## src/design/sed_pkg.sv

```systemverilog
// Shared types, character codes and helpers of the string escape decoder.
// No dependencies.
`timescale 1ns / 1ps

package sed_pkg;

  // Decoder modes
  typedef enum logic [2:0] {
    MODE_NORMAL = 3'd0,
    MODE_ESC    = 3'd1,
    MODE_UNI    = 3'd2,
    MODE_OCT    = 3'd3
  } mode_e;

  // Character codes
  localparam logic [7:0] CH_END   = 8'h00;
  localparam logic [7:0] CH_BS    = 8'h08;
  localparam logic [7:0] CH_TAB   = 8'h09;
  localparam logic [7:0] CH_LF    = 8'h0A;
  localparam logic [7:0] CH_FF    = 8'h0C;
  localparam logic [7:0] CH_CR    = 8'h0D;
  localparam logic [7:0] CH_SPACE = 8'h20;
  localparam logic [7:0] CH_DQUOT = 8'h22;
  localparam logic [7:0] CH_SQUOT = 8'h27;
  localparam logic [7:0] CH_BSL   = 8'h5C;
  localparam logic [7:0] CH_ZERO  = 8'h30;
  localparam logic [7:0] CH_SEVEN = 8'h37;
  localparam logic [7:0] CH_EIGHT = 8'h38;
  localparam logic [7:0] CH_NINE  = 8'h39;
  localparam logic [7:0] CH_LO_B  = 8'h62;
  localparam logic [7:0] CH_LO_F  = 8'h66;
  localparam logic [7:0] CH_LO_N  = 8'h6E;
  localparam logic [7:0] CH_LO_R  = 8'h72;
  localparam logic [7:0] CH_LO_S  = 8'h73;
  localparam logic [7:0] CH_LO_T  = 8'h74;
  localparam logic [7:0] CH_LO_U  = 8'h75;

  localparam int unsigned UniDigits = 4;
  localparam int unsigned OctDigits = 3;
  localparam int unsigned FifoDepth = 4;

  // Decoder state carried between bytes
  typedef struct packed {
    mode_e       mode;
    logic [15:0] value;
    logic [2:0]  count;
    logic [1:0]  units;
    logic        wide;
  } state_t;

  // One result item
  typedef struct packed {
    logic [15:0] code_unit;
    logic        unit_valid;
    logic        final_flag;
    logic        too_long;
    logic        wide_flag;
  } result_t;

  localparam state_t StateReset = '{mode: MODE_NORMAL, value: '0, count: '0,
                                    units: '0, wide: 1'b0};

  // Hex digit decode: bit 4 flags a valid digit
  function automatic logic [4:0] hex_digit(input logic [7:0] b);
    logic [4:0] r;
    r = '0;
    if (b inside {[8'h30:8'h39]}) r = {1'b1, b[3:0]};
    else if (b inside {[8'h61:8'h66], [8'h41:8'h46]}) r = {1'b1, b[3:0] + 4'd9};
    return r;
  endfunction

endpackage

```

## src/design/string_escape_decoder_top.sv

```systemverilog
// Top level of the string escape decoder: input register, decode step,
// result queue. Depends on sed_pkg and sed_decode.
//
//   channel | direction | handshake                  | payload
//   in      | input     | in_valid_i / in_stall_o    | char_byte_i
//   out     | output    | out_valid_o / out_stall_i  | code_unit_o, unit_valid_o,
//           |           |                            | final_flag_o, too_long_o, wide_flag_o
//
// One byte per cycle while in_stall_o is low: a byte waits in the input register,
// then its decode writes zero, one or two results into a four-entry queue.
// A byte's first result passes the input register, then the queue, before it is offered.
// Bytes that give two results can outrun the output, which drains one per cycle while
// out_stall_i is low; the input stalls while the queue holds more than two results.
// Reset (asynchronous, active low) returns the decoder to normal mode and empties the queue.
`timescale 1ns / 1ps

module string_escape_decoder_top import sed_pkg::*; (
  input  logic        clk_i,
  input  logic        rst_ni,
  input  logic        in_valid_i,
  output logic        in_stall_o,
  input  logic [7:0]  char_byte_i,
  output logic        out_valid_o,
  input  logic        out_stall_i,
  output logic [15:0] code_unit_o,
  output logic        unit_valid_o,
  output logic        final_flag_o,
  output logic        too_long_o,
  output logic        wide_flag_o
);

  localparam int unsigned PtrW = $clog2(FifoDepth);
  localparam int unsigned CntW = $clog2(FifoDepth + 1);

  logic            in_valid_q;
  logic [7:0]      in_byte_q;
  state_t          state_q;
  state_t          state_d;
  result_t         res0;
  result_t         res1;
  logic [1:0]      nres;
  logic            advance;
  logic            pop;
  logic [1:0]      push_n;
  result_t         fifo_q [FifoDepth];
  logic [PtrW-1:0] wr_ptr_q;
  logic [PtrW-1:0] rd_ptr_q;
  logic [CntW-1:0] count_q;
  result_t         head;

  // Decode step
  sed_decode u_decode (
    .cur_i  (state_q),
    .byte_i (in_byte_q),
    .nxt_o  (state_d),
    .res0_o (res0),
    .res1_o (res1),
    .nres_o (nres)
  );

  // Byte advances when the queue has room for two results
  assign advance    = in_valid_q && (count_q <= CntW'(FifoDepth - 2));
  assign in_stall_o = in_valid_q && !advance;
  assign push_n     = advance ? nres : 2'd0;
  assign pop        = out_valid_o && !out_stall_i;

  // Input register control
  always_ff @(posedge clk_i or negedge rst_ni) begin
    if (!rst_ni) begin
      in_valid_q <= 1'b0;
    end else if (in_valid_i && !in_stall_o) begin
      in_valid_q <= 1'b1;
    end else if (advance) begin
      in_valid_q <= 1'b0;
    end
  end

  // Input byte payload
  always_ff @(posedge clk_i) begin
    if (in_valid_i && !in_stall_o) begin
      in_byte_q <= char_byte_i;
    end
  end

  // Decoder state
  always_ff @(posedge clk_i or negedge rst_ni) begin
    if (!rst_ni) begin
      state_q <= StateReset;
    end else if (advance) begin
      state_q <= state_d;
    end
  end

  // Result queue storage
  always_ff @(posedge clk_i) begin
    if (push_n != 2'd0) begin
      fifo_q[wr_ptr_q] <= res0;
    end
    if (push_n == 2'd2) begin
      fifo_q[wr_ptr_q + PtrW'(1)] <= res1;
    end
  end

  // Result queue pointers and fill count
  always_ff @(posedge clk_i or negedge rst_ni) begin
    if (!rst_ni) begin
      wr_ptr_q <= '0;
      rd_ptr_q <= '0;
      count_q  <= '0;
    end else begin
      wr_ptr_q <= wr_ptr_q + PtrW'(push_n);
      if (pop) rd_ptr_q <= rd_ptr_q + PtrW'(1);
      count_q <= count_q + CntW'(push_n) - CntW'(pop);
    end
  end

  // Output side
  assign head         = fifo_q[rd_ptr_q];
  assign out_valid_o  = count_q != '0;
  assign code_unit_o  = head.code_unit;
  assign unit_valid_o = head.unit_valid;
  assign final_flag_o = head.final_flag;
  assign too_long_o   = head.too_long;
  assign wide_flag_o  = head.wide_flag;

endmodule

```

## src/design/sed_decode.sv

```systemverilog
// Per-byte decode step: next state and up to two results from one byte.
// Depends on sed_pkg.
`timescale 1ns / 1ps

module sed_decode import sed_pkg::*; (
  input  state_t      cur_i,
  input  logic [7:0]  byte_i,
  output state_t      nxt_o,
  output result_t     res0_o,
  output result_t     res1_o,
  output logic [1:0]  nres_o
);

  state_t      nxt;
  logic        emit_a;
  logic [15:0] val_a;
  logic        emit_b;
  logic        do_plain;
  logic        fin;
  logic        end_esc;
  logic [4:0]  hex;
  logic [10:0] oct_nv;
  logic [15:0] uni_nv;
  logic [1:0]  units_a;
  result_t     ra;
  result_t     rb;

  assign hex    = hex_digit(byte_i);
  assign uni_nv = {cur_i.value[11:0], hex[3:0]};
  assign oct_nv = {cur_i.value[7:0], byte_i[2:0]};

  // Mode update and emission decisions
  always_comb begin
    nxt      = cur_i;
    emit_a   = 1'b0;
    val_a    = '0;
    emit_b   = 1'b0;
    do_plain = 1'b0;
    fin      = 1'b0;
    end_esc  = 1'b0;
    if (byte_i == CH_END) begin
      fin = 1'b1;
      if (cur_i.mode == MODE_UNI || cur_i.mode == MODE_OCT) begin
        emit_a = 1'b1;
        val_a  = cur_i.value;
      end
    end else begin
      case (cur_i.mode)
        MODE_ESC: begin
          nxt.mode = MODE_NORMAL;
          case (byte_i)
            CH_LO_B: begin emit_a = 1'b1; val_a = {8'h00, CH_BS}; end
            CH_LO_S: begin emit_a = 1'b1; val_a = {8'h00, CH_SPACE}; end
            CH_LO_T: begin emit_a = 1'b1; val_a = {8'h00, CH_TAB}; end
            CH_LO_N: begin emit_a = 1'b1; val_a = {8'h00, CH_LF}; end
            CH_LO_F: begin emit_a = 1'b1; val_a = {8'h00, CH_FF}; end
            CH_LO_R: begin emit_a = 1'b1; val_a = {8'h00, CH_CR}; end
            CH_DQUOT, CH_SQUOT, CH_BSL: begin
              emit_a = 1'b1;
              val_a  = {8'h00, byte_i};
            end
            CH_LO_U: begin
              nxt.mode  = MODE_UNI;
              nxt.value = '0;
              nxt.count = '0;
            end
            CH_CR, CH_LF: ;
            default: begin
              if (byte_i inside {[CH_ZERO:CH_SEVEN]}) begin
                nxt.mode  = MODE_OCT;
                nxt.value = {13'd0, byte_i[2:0]};
                nxt.count = 3'd1;
              end else begin
                // backslash before 8 or 9 yields a zero unit first
                emit_a   = (byte_i == CH_EIGHT) || (byte_i == CH_NINE);
                do_plain = 1'b1;
              end
            end
          endcase
        end
        MODE_UNI: begin
          if (byte_i == CH_LO_U && cur_i.count == 3'd0) begin
            // extra u after the backslash: skip
          end else if (hex[4] && cur_i.count < 3'(UniDigits)) begin
            nxt.value = uni_nv;
            nxt.wide  = cur_i.count >= 3'd2;
            nxt.count = cur_i.count + 3'd1;
            if (cur_i.count + 3'd1 >= 3'(UniDigits)) begin
              nxt.mode  = MODE_NORMAL;
              emit_a    = 1'b1;
              val_a     = uni_nv;
              nxt.value = '0;
              nxt.count = '0;
            end
          end else begin
            end_esc = 1'b1;
          end
        end
        MODE_OCT: begin
          if (byte_i inside {[CH_ZERO:CH_SEVEN]} && cur_i.count < 3'(OctDigits)
              && oct_nv[10:8] == 3'd0) begin
            nxt.value = {8'h00, oct_nv[7:0]};
            nxt.count = cur_i.count + 3'd1;
            if (cur_i.count + 3'd1 >= 3'(OctDigits)) begin
              nxt.mode  = MODE_NORMAL;
              emit_a    = 1'b1;
              val_a     = {8'h00, oct_nv[7:0]};
              nxt.value = '0;
              nxt.count = '0;
            end
          end else begin
            end_esc = 1'b1;
          end
        end
        default: begin
          nxt.mode = MODE_NORMAL;
          do_plain = 1'b1;
        end
      endcase

      // escape closed by this byte: flush its value, then decode the byte
      if (end_esc) begin
        nxt.mode  = MODE_NORMAL;
        emit_a    = 1'b1;
        val_a     = cur_i.value;
        nxt.value = '0;
        nxt.count = '0;
        do_plain  = 1'b1;
      end

      // plain byte handling
      if (do_plain) begin
        case (byte_i)
          CH_BSL: nxt.mode = MODE_ESC;
          CH_CR, CH_LF, CH_DQUOT, CH_SQUOT: ;
          default: emit_b = 1'b1;
        endcase
      end
    end
  end

  // Saturating unit count and result packing
  always_comb begin
    nxt_o   = nxt;
    units_a = cur_i.units;
    if (emit_a && units_a != 2'd2) units_a = units_a + 2'd1;
    ra = '{code_unit: val_a, unit_valid: 1'b1, final_flag: 1'b0,
           too_long: 1'b0, wide_flag: 1'b0};
    if (fin) begin
      rb    = '{code_unit: '0, unit_valid: 1'b0, final_flag: 1'b1,
                too_long: units_a == 2'd2, wide_flag: cur_i.wide};
      nxt_o = StateReset;
    end else begin
      rb = '{code_unit: {8'h00, byte_i}, unit_valid: 1'b1, final_flag: 1'b0,
             too_long: 1'b0, wide_flag: 1'b0};
      nxt_o.units = units_a;
      if (emit_b && nxt_o.units != 2'd2) nxt_o.units = nxt_o.units + 2'd1;
    end
  end

  logic second;
  assign second = fin || emit_b;
  assign res0_o = emit_a ? ra : rb;
  assign res1_o = rb;
  assign nres_o = {1'b0, emit_a} + {1'b0, second};

endmodule

```

## config.mk

```make
export PLATFORM = sky130hd
export DESIGN_NAME = string_escape_decoder_top
export DESIGN_NICKNAME = d
export VERILOG_FILES = /design/src/design/sed_pkg.sv /design/src/design/string_escape_decoder_top.sv /design/src/design/sed_decode.sv
export SDC_FILE = /design/constraint.sdc
export NUM_CORES = 1
export LEC_CHECK = 0
export ABC_AREA = 1
export CAP_MARGIN = 20
export CORE_MARGIN = 2
export CORE_UTILIZATION = 60
export CTS_CLUSTER_DIAMETER = 120
export DETAILED_ROUTE_END_ITERATION = 6
export DONT_BUFFER_PORTS = 1
export PLACE_DENSITY_LB_ADDON = 0.25
export SLEW_MARGIN = 20
export SYNTH_ARGS = -nofsm -noshare
export SYNTH_HDL_FRONTEND = slang
export SYNTH_HIERARCHICAL = 1
export SYNTH_SLANG_ARGS = --single-unit
```

## constraint.sdc

```tcl
create_clock -name clk_i -period 5.53 [get_ports clk_i]
set_input_delay 0.8295 -clock clk_i [delete_from_list [all_inputs] [get_ports clk_i]]
set_output_delay 0.8295 -clock clk_i [all_outputs]
set_load 0.1 [all_outputs]
```

==> key figures, run 1 <==
STA
  • Relative slew slack: 0.211
  • Setup Skew: between 0.009 and 0.01 ns
  • Final hold vios: 0
  • RSZ-0062 raised after global routing: false
  • Final Critical Period: between 4 and 5 ns
  • Final setup TNS: 0 ns
  • Min Hold Slack: roughly 0.10 ns
  • Max Freq: roughly 230 MHz
  • Setup WS post-layout: roughly 1.2 ns
  • Fin crit share: 0.787
  • Final setup fails: 0
  • Worst-Margin Slew: about 1.2 ns
  • Max-slew violation count: 0

Clocking
  • CTS H-tree lvls: 4
  • Worst-Skew Late Latency: about 0.42 ns
  • Post-CTS setup buffer count: 0
  • Clk slew on worst S/H paths: 0.05 ns
  • PostCTS Resize Cnt: 0
  • Maximum root-to-sink buffer count: 2
  • Hold_buf cts: 0
  • CTS tree: done
  • Root Buffer: clkbuf_16
  • CTS buffer count: 17
  • Sink Count: approximately 120

Floorplan
  • Die H: 122 um
  • Io pins: 34
  • Die W: ~120 um
  • Die footprint: approximately 15,000 sq um
  • Site row count: 43
  • Starting density of the core: 0.608
  • Core region area: between 10,000 and 15,000 sq um

Placed design
  • Dpl ws: 1.32 ns
  • Number of port buffers: 0
  • Post-DP HPWL: around 15,000 um
  • Placed Instances: approximately 1,200
  • RD Place Congestion: 0.983
  • Area after DPL: about 8500 sq um

Synth
  • Yosys warns: 6
  • Asr flop ratio synth: 0.273
  • Dominant synthesized flop cell: edfxtp_1
  • Yosys reg bits: roughly 120
  • EDFF count, synth: 88
  • Mapped Cells: between 1,000 and 1,500
  • Yosys cell types: 43
  • Sequential-to-total area share from yosys stat: 0.416
  • Syn_area_per_cell: 7.61 sq um
  • Mapped cell area: about 8300 sq um

Run status
  • Failing checks: design-rule violations
  • Status: complete, but fails checks

Routing
  • Final ANT Viol Nets: 0
  • DRT iter0 DRCs: around 900
  • # DRC: 18
  • Post-Route WL: 23,200 um
  • DR vias/cell: 6.09
  • Vias: approximately 7,600
  • Initial DRT Pass Iterations: 7
  • WL/cell: around 19 um

Worst setup path
  • Max incr delay on CP: approximately 0.59 ns
  • Slowest CP cell: buf_4
  • WP buf/inv: 3
  • Crit start category: flip-flop
  • Cell Chain, Critical Path: inv_1 -> ha_1 -> inv_1 -> nand3_1 -> nand2_1 -> nor2_1 -> a21oi_2 -> nand2_4 -> nand2_4 -> a21oi_4 -> nand2_2 -> ha_1 -> nor2_4 -> buf_4 -> nand3_1 -> nand2_1
  • Cell family contributing the most delay on the critical path: simple AND/OR/NAND/NOR gates
  • Crit end category: flip-flop
  • Critical path required time: 5.82 ns
  • Setup CP Type: reg -> reg
  • WP data arrival: roughly 4.6 ns
  • CP max FO: 63

Layout
  • Most frequent cells in the layout: nand2_1, nand3_1, inv_1, nor2_1, edfxtp_1
  • Register area: roughly 3500 sq um
  • Final instance area: 9110 sq um
  • Non-Filler Instances: 1,254
  • Layout cells sized above 1: 0.0923
  • Finished Core Util: 0.664
  • Most common cell after layout, fill and taps aside: nand2_1
  • Nets: roughly 1,100
  • # fillers: 1,174
  • Syn-to-layout area delta: 9.31%
  • Multi-input logic area: approximately 4200 sq um

Global route
  • Largest net degree at the start of global routing: a little over 80
  • Vias in the first global route: about 7,000
  • M3 GR Usage: 0.0754
  • Grt ovf: 0
  • Gr busiest metal: met2
  • Grt met1 use: 0.417
  • GR Util met2: 0.535
  • Global-route wire length before repair: between 30,000 and 40,000 um
  • GRT Resource Usage Total: 0.324
  • Antenna violations before repair: 4

Pwr
  • P per Cell Area: ~560 nW/um^2
  • Lkg Pwr: 3.94 nW
  • Worst IR drop on VDD: ~0.00047 V
  • Total power: 5.09 mW

Flow run
  • Max-cap violations: 0

Worst hold path
  • Tightest Hold Check Type: in -> async
-- flip-flops by register name (all words and copies together) (netlist names) --
register,flops
state_q,25
in_valid_q,1
wr_ptr_q,2
rd_ptr_q,2
fifo_q,80
count_q,3
in_byte_q,8
-- cell families (layout without fill, tap and decap cells) --
group / Yosys count / in the layout / synth area share
and+or+nand+nor: 493 / 493 / 0.257
DFF: 121 / 121 / 0.416
adders and majority gates: 16 / 16 / 0.0249
AOI/OAI and AO/OA: 265 / 265 / 0.196
xor gates and xnor gates: 8 / 8 / 0.00840
buffers and inverters: 191 / 161 / 0.0970
other: 1 / 10 / 0.000450
-- cell usage after synthesis, types with 15 or more instances --
cell type	number	area share
a21oi_1	46	0.028
buf_4	18	0.016
clkbuf_1	43	0.019
dfrtp_1	33	0.099
edfxtp_1	88	0.32
ha_1	15	0.023
inv_1	101	0.045
nand2_1	234	0.11
nand3_1	131	0.079
nor2_1	91	0.041
o21ai_0	79	0.047
o21bai_1	80	0.072
o22ai_1	24	0.018
-- worst paths after layout --
kind	to	slack (ns)	cells after the start	from
min reg2reg	count_q[2]	0.51	1	count_q[2]
max reg2reg	fifo_q[3][0]	1.18	16	in_byte_q[1]
min in group clk_i	in_byte_q[2]	0.51	0	char_byte_i[2]
max	fifo_q[3][0]	1.18	16	in_byte_q[1]
min	rd_ptr_q[1]	0.10	0	rst_ni
max in group asynchronous	state_q[1]	5.33	0	rst_ni
-- routing by layer --
layer  part of all wire  wire, um
met5            0.00078        18
met4              0.021       484
met3              0.087      2020
met2               0.49     11300
met1               0.40      9370
-- report_power, final --
part           total (mW)  internal [mW]  switching (mW)
clock                1.22          0.837           0.382
combinational        2.49          0.439            2.05
sequential           1.38           1.22           0.155
-- layout make-up --
type,count,area share
diodes,1,0.000275
clock inverters,10,0.0218
repair buffers,15,0.0124
inverters,115,0.0476
flip-flops and latches,121,0.381
clock buffers,21,0.0483
well taps,180,0.0247
multi-input cells,791,0.464
Power figures use the tool's default switching activity.
==> run 2, diff against run 1 <==
--- a/config.mk
+++ b/config.mk
@@ -8,7 +8,7 @@
 export ABC_AREA = 1
 export CAP_MARGIN = 20
 export CORE_MARGIN = 2
-export CORE_UTILIZATION = 60
+export CORE_UTILIZATION = 59
 export CTS_CLUSTER_DIAMETER = 120
 export DETAILED_ROUTE_END_ITERATION = 6
 export DONT_BUFFER_PORTS = 1
==> constraint.sdc (replaced) <==
create_clock -name clk_i -period 3.8 [get_ports clk_i]
set_input_delay 0.57 -clock clk_i [delete_from_list [all_inputs] [get_ports clk_i]]
set_output_delay 0.57 -clock clk_i [all_outputs]
set_load 0.1 [all_outputs]
==> key figures, run 2 (synthesized netlist as in run 1, its figures left out) <==
Run status
  • Status: complete, but fails checks
  • Failing checks: design-rule violations

Layout
  • Syn-to-layout area delta: 13.7%
  • Finished Core Util: 0.685
  • Most common cell after layout, fill and taps aside: nand2_1
  • Most frequent cells in the layout: nand2_1, nand3_1, inv_1, nor2_1, edfxtp_1
  • Layout cells sized above 1: 0.135
  • Nets: ~1,100
  • Biggest register: fifo_q
  • Largest regs: fifo_q: 80 flops, state_q: 25 flops, in_byte_q: 8 flops
  • Max reg flops: 80
  • Non-Filler Instances: roughly 1,300

Worst setup path
  • Crit start category: flip-flop
  • CP max FO: 80
  • Critical path required time: slightly above 4 ns
  • Setup CP Type: reg -> reg
  • WP data arrival: ~3.8 ns
  • Crit end category: flip-flop

STA
  • Max Freq: roughly 280 MHz
  • Worst-Margin Slew: 0.821 ns
  • Fin crit share: 0.924
  • Final setup fails: 0
  • Min Hold Slack: around 0.23 ns
  • Setup WS post-layout: roughly 0.29 ns
  • Final setup TNS: 0 ns
  • RSZ-0062 raised after global routing: false
  • Max-slew violation count: 0
  • Setup Skew: about 0.012 ns
  • Final hold vios: 0
  • Relative slew slack: 0.452
  • Final Critical Period: 3.51 ns

Routing
  • DRT iter0 DRCs: just over 800
  • Initial DRT Pass Iterations: 7
  • Post-Route WL: ~24,000 um
  • Vias: between 7,000 and 8,000
  • Final ANT Viol Nets: 0
  • # DRC: 5
  • WL/cell: 18.2 um
  • DR vias/cell: 6.03

Floorplan
  • Site row count: 43
  • Die H: 123 um
  • Core region area: 13,800 sq um
  • Die footprint: about 15,000 sq um
  • Starting density of the core: 0.603
  • Die W: 123 um
  • Io pins: 34

Flow run
  • Max-cap violations: 0

Worst hold path
  • Tightest Hold Check Type: in -> reg

Global route
  • Antenna violations before repair: 3
  • GRT Resource Usage Total: 0.325
  • Grt ovf: 0
  • Global-route wire length before repair: ~37,000 um
  • Vias in the first global route: 7,242
  • Largest net degree at the start of global routing: between 80 and 90

Placed design
  • Number of port buffers: 0
  • RD Place Congestion: about 0.99
  • Post-DP HPWL: between 15,000 and 20,000 um
  • Placed Instances: approximately 1,300
  • Dpl ws: roughly 0.21 ns

Clocking
  • CTS H-tree lvls: 4
  • Clk slew on worst S/H paths: around 0.06 ns
  • Maximum root-to-sink buffer count: 2
  • Sink Count: between 100 and 150
  • CTS buffer count: 17
  • Root Buffer: clkbuf_16
  • Worst-Skew Late Latency: 0.43 ns
  • CTS tree: done

Pwr
  • P per Cell Area: a little over 800 nW/um^2
  • Worst IR drop on VDD: around 0.00048 V
  • Lkg Pwr: between 4 and 5 nW
run 2: changes by cell type in the layout (fill, tap and decap cells not counted), moves of 2 or more:
cell	delta
buf_4	+35
nor2_1	-2
clkbuf_16	+2
buf_12	+5
clkinv_1	-4
ha_1	-2
clkbuf_8	+4
inv_2	+2
clkinv_2	+2
bufinv_16	-5
run 2: final timing paths:
kind	startpoint	end	slack, ns	cells past startpoint
min	char_byte_i[1]	in_byte_q[1]	0.23	0
min reg2reg	state_q[22]	state_q[22]	0.50	2
max	in_byte_q[0]	fifo_q[2][17]	0.29	17
max in group asynchronous	rst_ni	state_q[2]	3.03	2
max reg2reg	in_byte_q[0]	fifo_q[2][17]	0.29	17
min in group asynchronous	rst_ni	in_valid_q	0.58	2
run 2: area by class of cell:
class | instances | area, sq um
diodes | 1 | 2.50
clock buffers | 27 | 546
clock inverters | 5 | 55.1
fillers | 1188 | 4350
inverters | 115 | 434
multi-input cells | 791 | 4260
flip-flops and latches | 121 | 3470
well taps | 180 | 225
repair buffers | 56 | 485
run 2: worst max-delay path: stages, from the launching register on:
cell	delay [ns]
edfxtp_1	0.46
inv_2	0.14
ha_1	0.23
nand3_1	0.14
nor3_4	0.24
inv_1	0.08
nand2_1	0.11
nor2_1	0.09
nand3b_1	0.12
nand4_1	0.20
nand2_1	0.13
inv_1	0.07
ha_4	0.29
inv_1	0.06
nand4_1	0.09
buf_4	0.64
o21bai_1	0.16
nand2_1	0.10
run 2: per-layer routing:
metal,share of wire,vias up,track usage
li1,-,3697,-
met1,0.40,3645,0.407
met2,0.49,398,0.546
met3,0.087,71,0.0739
met4,0.025,4,0.127
met5,0.0011,-,0
run 2: repair_timing:
action	in CTS	in global routing
endpoints found under the setup margin	0	81
setup buffers	0	3
gates resized for setup	0	9
hold buffers	2	0
hold endpoints to repair	33	0
run 2: report_power, final:
group | leakage [nW] | switching (mW) | internal (mW)
clock | 0.298 | 0.579 | 1.05
sequential | 1.25 | 0.234 | 1.78
combinational | 2.62 | 3.06 | 0.938
total | 4.16 | 3.87 | 3.76
run 2: stage by stage:
step | power, mW | instance area, sq um
6_report | 7.63 | 9480
5_1_grt | 7.98 | 9480
4_1_cts | 7.58 | 9410
3_5_place_dp | 5.94 | 8780
3_3_place_gp | 5.89 | 8780
2_1_floorplan | 4.83 | 8370
==> run 3, diff against run 2 <==
--- a/config.mk
+++ b/config.mk
@@ -7,11 +7,13 @@
 export LEC_CHECK = 0
 export ABC_AREA = 1
 export CAP_MARGIN = 20
+export CORE_ASPECT_RATIO = 2
 export CORE_MARGIN = 2
 export CORE_UTILIZATION = 59
 export CTS_CLUSTER_DIAMETER = 120
 export DETAILED_ROUTE_END_ITERATION = 6
 export DONT_BUFFER_PORTS = 1
+export GPL_TIMING_DRIVEN = 0
 export PLACE_DENSITY_LB_ADDON = 0.25
 export SLEW_MARGIN = 20
 export SYNTH_ARGS = -nofsm -noshare
==> key figures, run 3 (synthesized netlist as in run 1, its figures left out) <==
Clocking
  • Worst-Skew Late Latency: ~0.43 ns
  • CTS H-tree lvls: 4
  • Clk slew on worst S/H paths: 0.06 ns
  • CTS buffer count: 17
  • Root Buffer: clkbuf_16
  • Maximum root-to-sink buffer count: 2
  • CTS tree: done
  • Sink Count: between 100 and 150

Routing
  • Initial DRT Pass Iterations: 6
  • Post-Route WL: ~29,000 um
  • # DRC: 0
  • WL/cell: 21.4 um
  • Final ANT Viol Nets: 0
  • DRT iter0 DRCs: just under 900
  • Vias: approximately 8,300
  • DR vias/cell: 6.15

Layout
  • Syn-to-layout area delta: 16.0%
  • Final instance area: 9670 sq um
  • Largest regs: fifo_q: 80 flops, state_q: 25 flops, in_byte_q: 8 flops
  • Nets: ~1,200
  • Biggest register: fifo_q
  • Max reg flops: 80
  • Diode count: 0
  • Most common cell after layout, fill and taps aside: nand2_1
  • Layout cells sized above 1: 0.143
  • Most frequent cells in the layout: nand2_1, nand3_1, inv_1, edfxtp_1, nor2_1

Worst setup path
  • Crit end category: flip-flop
  • Origin of the critical flop-to-flop path: in_byte_q[1]
  • Crit start category: flip-flop
  • CP max FO: 10
  • R2R Path End: fifo_q[0][11]
  • R2R setup slack: around 0.10 ns
  • WP data arrival: 3.86 ns
  • Critical path required time: around 4 ns
  • Setup crit start: in_byte_q[1]
  • Worst Reg-to-Reg Cells: 18
  • Setup CP Type: reg -> reg
  • Worst setup path end: fifo_q[0][11]

Global route
  • Grt ovf: 0
  • Global-route wire length before repair: around 43,000 um
  • Antenna violations before repair: 0
  • GRT Resource Usage Total: 0.384
  • Largest net degree at the start of global routing: 34
  • Vias in the first global route: roughly 8,100

STA
  • Final Critical Period: ~3.7 ns
  • Fin crit share: 0.973
  • Relative slew slack: 0.231
  • Worst-Margin Slew: between 1 and 1.5 ns
  • Max-slew violation count: 0
  • Final setup TNS: 0 ns
  • Max Freq: 270 MHz
  • Setup Skew: around 0.013 ns
  • Final hold vios: 0
  • Final setup fails: 0

Pwr
  • Worst IR drop on VDD: 0.000464 V
  • P per Cell Area: about 790 nW/um^2
  • Lkg Pwr: about 4.2 nW

Floorplan
  • Core region area: ~14,000 sq um
  • Starting density of the core: 0.600
  • Io pins: 34
  • Die footprint: between 15,000 and 20,000 sq um
  • Die H: roughly 170 um
  • Die W: approximately 88 um
  • Site row count: between 60 and 70

Placed design
  • RD Place Congestion: roughly 1.0
  • Area after DPL: between 8000 and 9000 sq um
  • Number of port buffers: 0
  • Post-DP HPWL: 21,000 um

Run status
  • Status: finished, final reports clean

Worst hold path
  • Tightest Hold Check Type: in -> reg

Flow run
  • Max-cap violations: 0
[run 3: how the worst min path moves through the flow]
stage / from / to / slack [ns] / depth (start not counted)
after floorplan: rst_ni / count_q[0] / 0.27 / 0
after global placement: rst_ni / state_q[4] / 0.28 / 0
after detailed placement: rst_ni / state_q[4] / 0.28 / 0
after CTS: char_byte_i[3] / in_byte_q[3] / 0.23 / 0
after global routing: char_byte_i[3] / in_byte_q[3] / 0.23 / 0
final: char_byte_i[3] / in_byte_q[3] / 0.23 / 0
[run 3: metrics by stage]
step,util,instances,hold slack (ns),setup WS [ns],power (mW)
floorplan,-,1103,0.274,0.411,4.83
global placement,0.619,1292,0.276,-0.865,5.55
detailed placement,0.631,1294,0.275,-0.910,5.80
CTS,0.683,1332,0.231,0.00309,7.49
global route,0.696,1347,0.225,-0.0925,7.89
finish,0.696,1347,0.230,0.102,7.62
[run 3: final cells by class]
class / instances / area (sq um)
Buffer: 75 / 379
Inverter: 115 / 442
Sequential cell: 121 / 3470
Clock buffer: 22 / 464
Timing Repair Buffer: 24 / 211
Fill cell: 1226 / 4220
Clock inverter: 10 / 126
Multi-Input combinational cell: 791 / 4350
Tap cell: 189 / 236
[run 3: report_power, final]
group          switching (mW)  internal, mW  leakage [nW]
combinational            3.19         0.777          2.68
clock                   0.594          1.05         0.283
sequential              0.228          1.78          1.25
[run 3: repair_timing]
action                     4_1_cts  5_1_grt
cloned                           0        0
buffers inserted                 4       16
pin swaps                        0        5
hold endpoints to repair        33        0
hold buffers                     2        0
gates resized for setup         28       17
setup endpoints to repair      162      162
[run 3: layer usage]
metal | GRT usage | part of all wire | vias to the layer above
met5 | 0 | 0 | -
met4 | 0.312 | 0.097 | 0
met3 | 0.0721 | 0.066 | 217
met2 | 0.703 | 0.53 | 503
met1 | 0.351 | 0.31 | 3779
li1 | - | - | 3791
[run 3: critical path, stage by stage (launching register included)]
cell and delay, ns:
edfxtp_1 0.50, inv_4 0.15, ha_2 0.24, nand3_1 0.13, nor3_4 0.27, inv_1 0.09
nand2_1 0.13, nor2_1 0.13, nand3b_1 0.11, nand4_1 0.21, nand2_1 0.12, inv_1 0.05
ha_1 0.31, inv_1 0.14, nand4_1 0.12, buf_4 0.19, clkbuf_2 0.22, o21bai_1 0.20
nand2_1 0.12
